<file path="config.mk">
export PLATFORM = sky130hd
export DESIGN_NAME = tsc_cell
export DESIGN_NICKNAME = d
export VERILOG_FILES = /design/src/rtl/taylor_sine_cosine_top_assert.svh /design/src/rtl/tsc_pkg.sv /design/src/rtl/tsc_cell.sv
export SDC_FILE = /design/constraint.sdc
export NUM_CORES = 2
export LEC_CHECK = 0
export BUFFER_PORTS_ARGS = -buffer_cell sky130_fd_sc_hd__buf_4
export CAP_MARGIN = 15
export CORE_MARGIN = 2
export CORE_UTILIZATION = 45
export CTS_CLUSTER_SIZE = 14
export DETAILED_ROUTE_END_ITERATION = 7
export PLACE_DENSITY_LB_ADDON = 0.08
export SLEW_MARGIN = 30
export SYNTH_ARGS = -nofsm -noshare
export SYNTH_HDL_FRONTEND = slang
export SYNTH_SLANG_ARGS = --single-unit
export TNS_END_PERCENT = 100
</file>
<file path="constraint.sdc">
create_clock -name clk -period 15 [get_ports clk]
set_input_delay 0 -clock clk [delete_from_list [all_inputs] [get_ports clk]]
set_output_delay 0 -clock clk [all_outputs]
set_load 0.05 [all_outputs]
</file>
<file path="src/rtl/taylor_sine_cosine_top_assert.svh">
// ----------------------------------------------------------------------------
// taylor_sine_cosine_top assertion macros
// Shorthand for clocked implication checks with an asynchronous low reset.
// ----------------------------------------------------------------------------
`ifndef TAYLOR_SINE_COSINE_TOP_ASSERT_SVH
`define TAYLOR_SINE_COSINE_TOP_ASSERT_SVH

// same-cycle implication
`define TSC_ASSERT_IMP(lbl, ck, rst_n, ante, cons, msg) \
	lbl: assert property (@(posedge ck) disable iff (!rst_n) (ante) |-> (cons)) \
		else $error(msg);

// next-cycle implication
`define TSC_ASSERT_NXT(lbl, ck, rst_n, ante, cons, msg) \
	lbl: assert property (@(posedge ck) disable iff (!rst_n) (ante) |=> (cons)) \
		else $error(msg);

`endif

</file>
<file path="src/rtl/tsc_pkg.sv">
`timescale 1ns / 1ps
// ----------------------------------------------------------------------------
// tsc_pkg
// Shared types and constants for the Taylor sine/cosine block.
// ----------------------------------------------------------------------------
package tsc_pkg;

	localparam int MAX_TERMS_DEF = 12;

	localparam int MAG_W  = 64;   // term magnitude, Q8.56
	localparam int ACC_W  = 64;   // signed running sum, Q8.56
	localparam int PROD_W = 128;  // full product

	// item handed from one term cell to the next
	typedef struct packed {
		logic             valid;
		logic             neg;
		logic [MAG_W-1:0] mag;
		logic [ACC_W-1:0] acc;
	} link_t;

	// final sum reported by the cell holding the last term
	typedef struct packed {
		logic             valid;
		logic [ACC_W-1:0] acc;
	} fin_t;

	typedef enum logic [1:0] {
		ST_IDLE,
		ST_SQ,
		ST_RUN,
		ST_DONE
	} state_t;

endpackage

</file>
<file path="src/rtl/tsc_cell.sv">
`timescale 1ns / 1ps
// ----------------------------------------------------------------------------
// tsc_cell
// One term of the series: adds its term into the running sum, then forms the
// next term as round(round(term * x^2 / 2^58) * R(d) / 2^63) on a 32x32
// multiplier, four partial products per multiplication, and hands it on; at the last term it reports the sum.
// ----------------------------------------------------------------------------
module tsc_cell #(
	parameter int IDX = 0,
	parameter int CW  = 4
) (
	input  logic                clk,
	input  logic                arst_n,
	input  tsc_pkg::link_t      lnk_i,
	input  logic                cosine,
	input  logic [63:0]         x2,
	input  logic [CW-1:0]       n,
	output tsc_pkg::link_t      lnk_o,
	output tsc_pkg::fin_t       fin
);

	localparam logic [63:0] D_SIN   = 64'((2 * IDX + 2) * (2 * IDX + 3));
	localparam logic [63:0] D_COS   = 64'((2 * IDX + 1) * (2 * IDX + 2));
	localparam logic [63:0] RCP_SIN = (64'h8000_0000_0000_0000 + (D_SIN >> 1)) / D_SIN;
	localparam logic [63:0] RCP_COS = (64'h8000_0000_0000_0000 + (D_COS >> 1)) / D_COS;
	localparam logic [CW-1:0] IDX_NEXT = CW'(IDX + 1);
	localparam logic [2:0] FIN_STEP = 3'd4;

	logic        busy_q, ph_q, hand_q, fin_q, neg_q;
	logic [2:0]  cnt_q;
	logic [63:0] a_q;
	logic [63:0] acc_q;
	logic [127:0] prod_q;

	logic         more;
	logic [63:0]  b_op;
	logic [31:0]  a_part, b_part;
	logic [63:0]  pp;
	logic [1:0]   word_sh;
	logic [127:0] pp_sh;
	logic [127:0] rnd;
	logic [63:0]  res;

	assign more = IDX_NEXT < n;

	assign b_op   = ph_q ? (cosine ? RCP_COS : RCP_SIN) : x2;
	assign a_part = cnt_q[1] ? a_q[63:32] : a_q[31:0];
	assign b_part = cnt_q[0] ? b_op[63:32] : b_op[31:0];
	assign pp     = a_part * b_part;
	assign word_sh = {cnt_q[1] & cnt_q[0], cnt_q[1] ^ cnt_q[0]};
	assign pp_sh  = {64'd0, pp} << {word_sh, 5'd0};

	// round half up, then saturate to 64 bits
	assign rnd = prod_q + (ph_q ? (128'd1 << 62) : (128'd1 << 57));
	always_comb begin
		if (ph_q) begin
			res = rnd[127] ? '1 : rnd[126:63];
		end else begin
			res = (|rnd[127:122]) ? '1 : rnd[121:58];
		end
	end

	always_ff @(posedge clk or negedge arst_n) begin
		if (!arst_n) begin
			busy_q <= 1'b0;
			ph_q   <= 1'b0;
			cnt_q  <= '0;
			hand_q <= 1'b0;
			fin_q  <= 1'b0;
		end else begin
			hand_q <= 1'b0;
			fin_q  <= 1'b0;
			if (lnk_i.valid) begin
				if (more) begin
					busy_q <= 1'b1;
					ph_q   <= 1'b0;
					cnt_q  <= '0;
				end else begin
					fin_q <= 1'b1;
				end
			end else if (busy_q) begin
				if (cnt_q == FIN_STEP) begin
					cnt_q <= '0;
					if (ph_q) begin
						busy_q <= 1'b0;
						hand_q <= 1'b1;
					end else begin
						ph_q <= 1'b1;
					end
				end else begin
					cnt_q <= cnt_q + 3'd1;
				end
			end
		end
	end

	always_ff @(posedge clk) begin
		if (lnk_i.valid) begin
			a_q    <= lnk_i.mag;
			neg_q  <= lnk_i.neg;
			acc_q  <= lnk_i.neg ? (lnk_i.acc - lnk_i.mag) : (lnk_i.acc + lnk_i.mag);
			prod_q <= '0;
		end else if (busy_q) begin
			if (cnt_q == FIN_STEP) begin
				a_q    <= res;
				prod_q <= '0;
			end else begin
				prod_q <= prod_q + pp_sh;
			end
		end
	end

	assign lnk_o.valid = hand_q;
	assign lnk_o.neg   = ~neg_q;
	assign lnk_o.mag   = a_q;
	assign lnk_o.acc   = acc_q;

	assign fin.valid = fin_q;
	assign fin.acc   = acc_q;

endmodule

</file>
# ---- Yosys cells after proc, flatten, opt, wreduce, memory -nomap -nowiden
# Index checks and enable logic that the tools add are counted.
dict set report word_totals {
  reg_bits 264
  in_bits 201
  out_inout_bits 195
  word_cells 60
}
dict set report op_classes {
  n_addsub 5
  n_mul 1
  magnitude_cmp 1
  n_eq_ne 2
  n_shift 1
  muxes 32
  n_bitwise 3
  reduce_logical 6
}
# operator n
set ops {}
lappend ops {{two-way mux 64 bit} 8}
lappend ops {{adder 128 bit} 1}
lappend ops {{adder 128 x 63 -> 128 bit} 1}
lappend ops {{two-way mux 128 bit} 1}
lappend ops {{<< shifter 64 x 7 -> 128 bit} 1}
lappend ops {{two-way mux 63 bit} 2}
lappend ops {{adder 64 bit} 1}
lappend ops {{multiplier 32 x 32 -> 64 bit} 1}
lappend ops {{two-way mux 32 bit} 2}
lappend ops {{subtractor 64 bit} 1}
lappend ops {{two-way mux 1 bit} 15}
lappend ops {{two-way mux 3 bit} 4}
lappend ops {{OR reduction 6 bit} 1}
lappend ops {{less-than comparator 1 x 4 -> 1 bit, first input constant} 1}
lappend ops {{AND reduction 2 bit} 2}
lappend ops {{nonzero test 2 bit} 2}
lappend ops {{adder 3 x 1 -> 3 bit, second input constant} 1}
lappend ops {{equality test 3 bit, second input constant} 1}
lappend ops {{AND reduction 3 bit} 1}
lappend ops {{!= test 2 x 1 -> 1 bit, second input constant} 1}
lappend ops {{AND 1 bit} 1}
lappend ops {{NOT 1 bit} 1}
lappend ops {{bitwise XOR 1 bit} 1}

# ---- Longest topological paths before layout
dict set report depth {
  word_depth 8
  depth_mapped 50
  ltp_nobuf 45
}

# ---- Worst setup path before layout
# OpenSTA, ideal clock, no wires.
dict set report synth_timing {
  path_type {reg2reg}
  from {reg cnt_q[0]}
  to {reg prod_q[127]}
  setup_ps 120
  t_arrival_ps 11634
  required_ps 14880
  slack_ps 3246
  stages_incl_launch_ff 45
  path_buffers 4
  synth_period_minus_slack_ps 11754
  cell_sequence {dfrtp_1 -> clkbuf_1 -> clkbuf_1 -> mux2_2 -> o21ai_1 -> clkbuf_1 -> nor2_1 -> fa_1 -> inv_1 -> fa_1 -> fa_1 -> fa_1 -> inv_1 -> fa_1 -> inv_1 -> fa_1 -> inv_1 -> fa_1 -> [9 not listed] -> o2111ai_1 -> a21oi_1 -> o21bai_1 -> a21boi_0 -> or2_2 -> o221ai_1 -> ha_1 -> nand4_1 -> nor4_2 -> nand3_2 -> nor3b_2 -> o21ai_2 -> or4_1 -> nor3b_2 -> o41ai_2 -> o21ai_1 -> and3_1 -> a211o_1}
}
dict set report synth_between {
  elab_chain_len 5
  word_cells_on_any_way 8
  classes_between {add/sub: 1; mul: 1; eq/ne: 1; shift: 1; mux: 2; bitwise: 2}
}
# element line
set synth_rtl {}
lappend synth_rtl {{from (decl)} tsc_cell.sv:30} ;# logic [2:0] cnt_q;
lappend synth_rtl {{from (signal assigned)} tsc_cell.sv:91} ;# cnt_q <= cnt_q + 3'd1;
lappend synth_rtl {{two-way mux 32 bit} tsc_cell.sv:48} ;# assign b_part = cnt_q[0] ? b_op[63:32] : b_op[31:0];
lappend synth_rtl {{multiplier 32 x 32 -> 64 bit} tsc_cell.sv:49} ;# assign pp = a_part * b_part;
lappend synth_rtl {{<< shifter 64 x 7 -> 128 bit} tsc_cell.sv:51} ;# assign pp_sh = {64'd0, pp} << {word_sh, 5'd0};
lappend synth_rtl {{adder 128 bit} tsc_cell.sv:108} ;# prod_q <= prod_q + pp_sh;
lappend synth_rtl {{two-way mux 128 bit (*)} tsc_cell.sv:104} ;# if (cnt_q == FIN_STEP) begin
lappend synth_rtl {{to (signal assigned)} tsc_cell.sv:108}
lappend synth_rtl {{to (decl)} tsc_cell.sv:33} ;# logic [127:0] prod_q;
# Every way passes the cells marked *; elsewhere a longest branch is shown, timed or not.
# A chain may end at the register's enable or synchronous reset.

# ---- Worst setup path after layout
dict set report layout_timing {
  from {reg cnt_q[0]}
  to {reg prod_q[126]}
}
# Same word-level chain as after synthesis.

==> qor.yml <==
critical-path-top-cell-by-count: "sky130_fd_sc_hd__fa_1"
synth-async-reset-ratio_pct: 2.65
setup_tns_ns: 0
antenna_found_initial: 8
wire_per_inst_um: 25.6
timing.fmax_mhz: 70.5
synth_unique_cells: 91
critPathLaunch: "cnt_q[0]"
clock_transition_time_at_the_flip_flop_clock_pins_of_the_worst_setup_and_hold_paths_ns: 0.07
worst_setup_path_start_kind: "register"
outcome: "finished with violations"
gr-usage-all-layers_pct: 34.9
maxSlewHeadroom_pct: 21.1
r2r_start: "cnt_q[0]"
cts_inserted_buffers: 35
synth_edf_count: 129
crit_required_ns: 15.45
cp-endpoint: "prod_q[126]"
design_area_um2: 65300
finalWorstPathRequiredPeriod_ns: 14.19
yosys_warnings: 0
cts_max_level: 2
fillers: 12800
die-height_um: 365
final_max_slew_violation_count: 0
hpwlAfterDp_um: 195000
grt_setup_unrepaired: "false"
clock_insertion_delay_worst_skew_ns: 0.59
port_buffers: 394
cts_num_sinks: 264
synth_area_leader_cell: "sky130_fd_sc_hd__fa_1"
initial_core_util_pct: 45.3
timing.final.hold_violations: 3
first_global_vias: 51900
ant_nets: 0
post-route-worst-setup-slack_ns: 0.806
cp_data_arrival_time_ns: 14.64
timing.critical_path.fanout_max: 20
endpoint_kind: "register"
layout-area-overhead-vs-synth_pct: 11.4
synth_top_cells_by_area: "sky130_fd_sc_hd__fa_1, sky130_fd_sc_hd__ha_1, sky130_fd_sc_hd__edfxtp_1"
synth.top_cell.area_share_pct: 30.7
die_x_um: 365
cts.path.max_buffers: 3
drive_above_1_share_pct: 10.6
routabilityCongestion: 0.997
worstReg2RegEnd: "prod_q[126]"
synth_seq_cells: 264
grt_max_degree: 89
remaining_drc_errors: 20
synth_nets: 8661
min_path_type: "input port to register"
design.core.area_um2: 129000
pre_cts_ws_ns: 1.13
dpl_cell_area_um2: 63300
cts_resized: 0
first_pass_iters: 8
post-synth-top-count-cell: "sky130_fd_sc_hd__inv_1"
netlist_top_cells_count: "sky130_fd_sc_hd__inv_1, sky130_fd_sc_hd__nor2_1, sky130_fd_sc_hd__fa_1, sky130_fd_sc_hd__nand2_1, sky130_fd_sc_hd__ha_1"
routed_wirelength_um: 233000
finalClockSkew_ns: 0.0309
first_iter_violations: 5453
tritoncts: "done"
synthesis.area_per_instance_um2: 8.25
synth_sequential_area_ratio_pct: 11.3
r2r_setup_slack_ns: 0.81
boundaryPins: 396
ff2ff_path_depth: 41
worstMarginPinSlew_ns: 1.15
cts_root_buffer: "sky130_fd_sc_hd__clkbuf_16"
postSynthCellCount: 7104
layout_worst_path_cycle_share_pct: 94.6
slowest_stage: "sky130_fd_sc_hd__a2111oi_0"
dominantRegCellSynth: "sky130_fd_sc_hd__edfxtp_1"
crit_type: "register to register"
finalSetupViolations: 0
fin_worst_hold_slack_ns: -0.00822
nNetsFinal: 8892
worst_path_largest_cell_delay_ns: 1.03
row_count: 132
grt_first_pass_wirelength_um: 342000
total_overflow_reported_by_the_global_router: 0
final_util_pct: 50.5
fp.dieArea_um2: 133000
cap_viol_max_count: 0
violations: "DRC, hold timing"
vias_per_cell: 5.82
number_of_vias_after_detailed_routing: 53000
synth_area_um2: 58600
through the flow:
stage | std cells | hold slack (ns)
after global routing | 9103 | 0.00632
final | 9107 | -0.00822
after detailed placement | 8953 | -0.157
after floorplan | 7104 | -0.296
after CTS | 9103 | 0.00241
after global placement | 8950 | -0.158
flip-flops by register name, indices dropped and copies added (netlist names):
signal / count
fin_q: 1
a_q: 64
hand_q: 1
ph_q: 1
cnt_q: 3
acc_q: 64
prod_q: 128
busy_q: 1
neg_q: 1
logic make-up (layout without fill, tap and decap cells):
group                    after synthesis  after routing  synth area share, %
adder cells (fa/ha/maj)             1356           1356                 40.4
AO/OA/AOI/OAI                       1298           1298                 14.2
flip-flops                           264            264                 11.3
AND/OR/NAND/NOR                     2240           2240                 16.6
buffers and inverters               1463           1720                 9.92
XOR/XNOR                             364            364                 5.44
other                                  0              4                    0
multiplexers                         119            119                 2.15
metal layers:
layer | share of wire [%] | GRT usage (%) | vias to the layer above
met5 | 0.012 | 0 | -
met4 | 4.3 | 13.0 | 4
met3 | 9.0 | 6.27 | 370
met2 | 44 | 54.1 | 2444
met1 | 42 | 48.6 | 26600
li1 | - | - | 23500
cells in the final DEF, fill, tap and decap left out, types with 100 or more instances in the layout:
master / instances
sky130_fd_sc_hd__o21ai_0: 232
sky130_fd_sc_hd__nand2_1: 764
sky130_fd_sc_hd__nor2_1: 938
sky130_fd_sc_hd__xor2_1: 120
sky130_fd_sc_hd__a21o_1: 160
sky130_fd_sc_hd__inv_1: 1016
sky130_fd_sc_hd__nand4_1: 100
sky130_fd_sc_hd__dfxtp_1: 128
sky130_fd_sc_hd__edfxtp_1: 129
sky130_fd_sc_hd__ha_1: 458
sky130_fd_sc_hd__buf_4: 548
sky130_fd_sc_hd__fa_1: 898
sky130_fd_sc_hd__xnor2_1: 244
sky130_fd_sc_hd__a21oi_1: 391
timing repair:
action / in CTS / in global routing
endpoints found under the hold margin: 87 / 0
hold buffers: 87 / 0
setup endpoints to repair: 0 / 0
buffers inserted: 0 / 0
worst min-delay path by stage:
stage	start	end	slack, ns	cells after the start
4_1_cts	lnk_i[38]	acc_q[38]	0.002	3
6_report	lnk_i[129]	acc_q[31]	-0.008	1
5_1_grt	lnk_i[71]	a_q[7]	0.006	3
2_1_floorplan	arst_n	busy_q	-0.30	0
3_3_place_gp	arst_n	hand_q	-0.16	1
3_5_place_dp	arst_n	hand_q	-0.16	1
worst max-delay path: cells and delay by family, from the launching register on:
kind | cells | cell delay, ns
compound gates | 20 | 6.92
flops | 1 | 0.86
xor+xnor | 1 | 0.18
buf+inv | 5 | 0.53
mux | 1 | 0.49
fa+ha+maj | 10 | 4.59
simple gates | 4 | 0.45
area by class of cell:
type	instances	area, um2	share of cell area (%)
flip-flops and latches	264	6620	10.1
diodes	4	10.0	0.0153
clock buffers	47	951	1.46
multi-input cells	5377	46500	71.2
repair buffers	640	5040	7.73
well taps	1742	2180	3.34
inverters	1017	3820	5.85
clock inverters	16	150	0.230
Power is left out: the tool's default activity adds up to more than one toggle a clock period on the data nets, which glitch-free logic cannot reach.
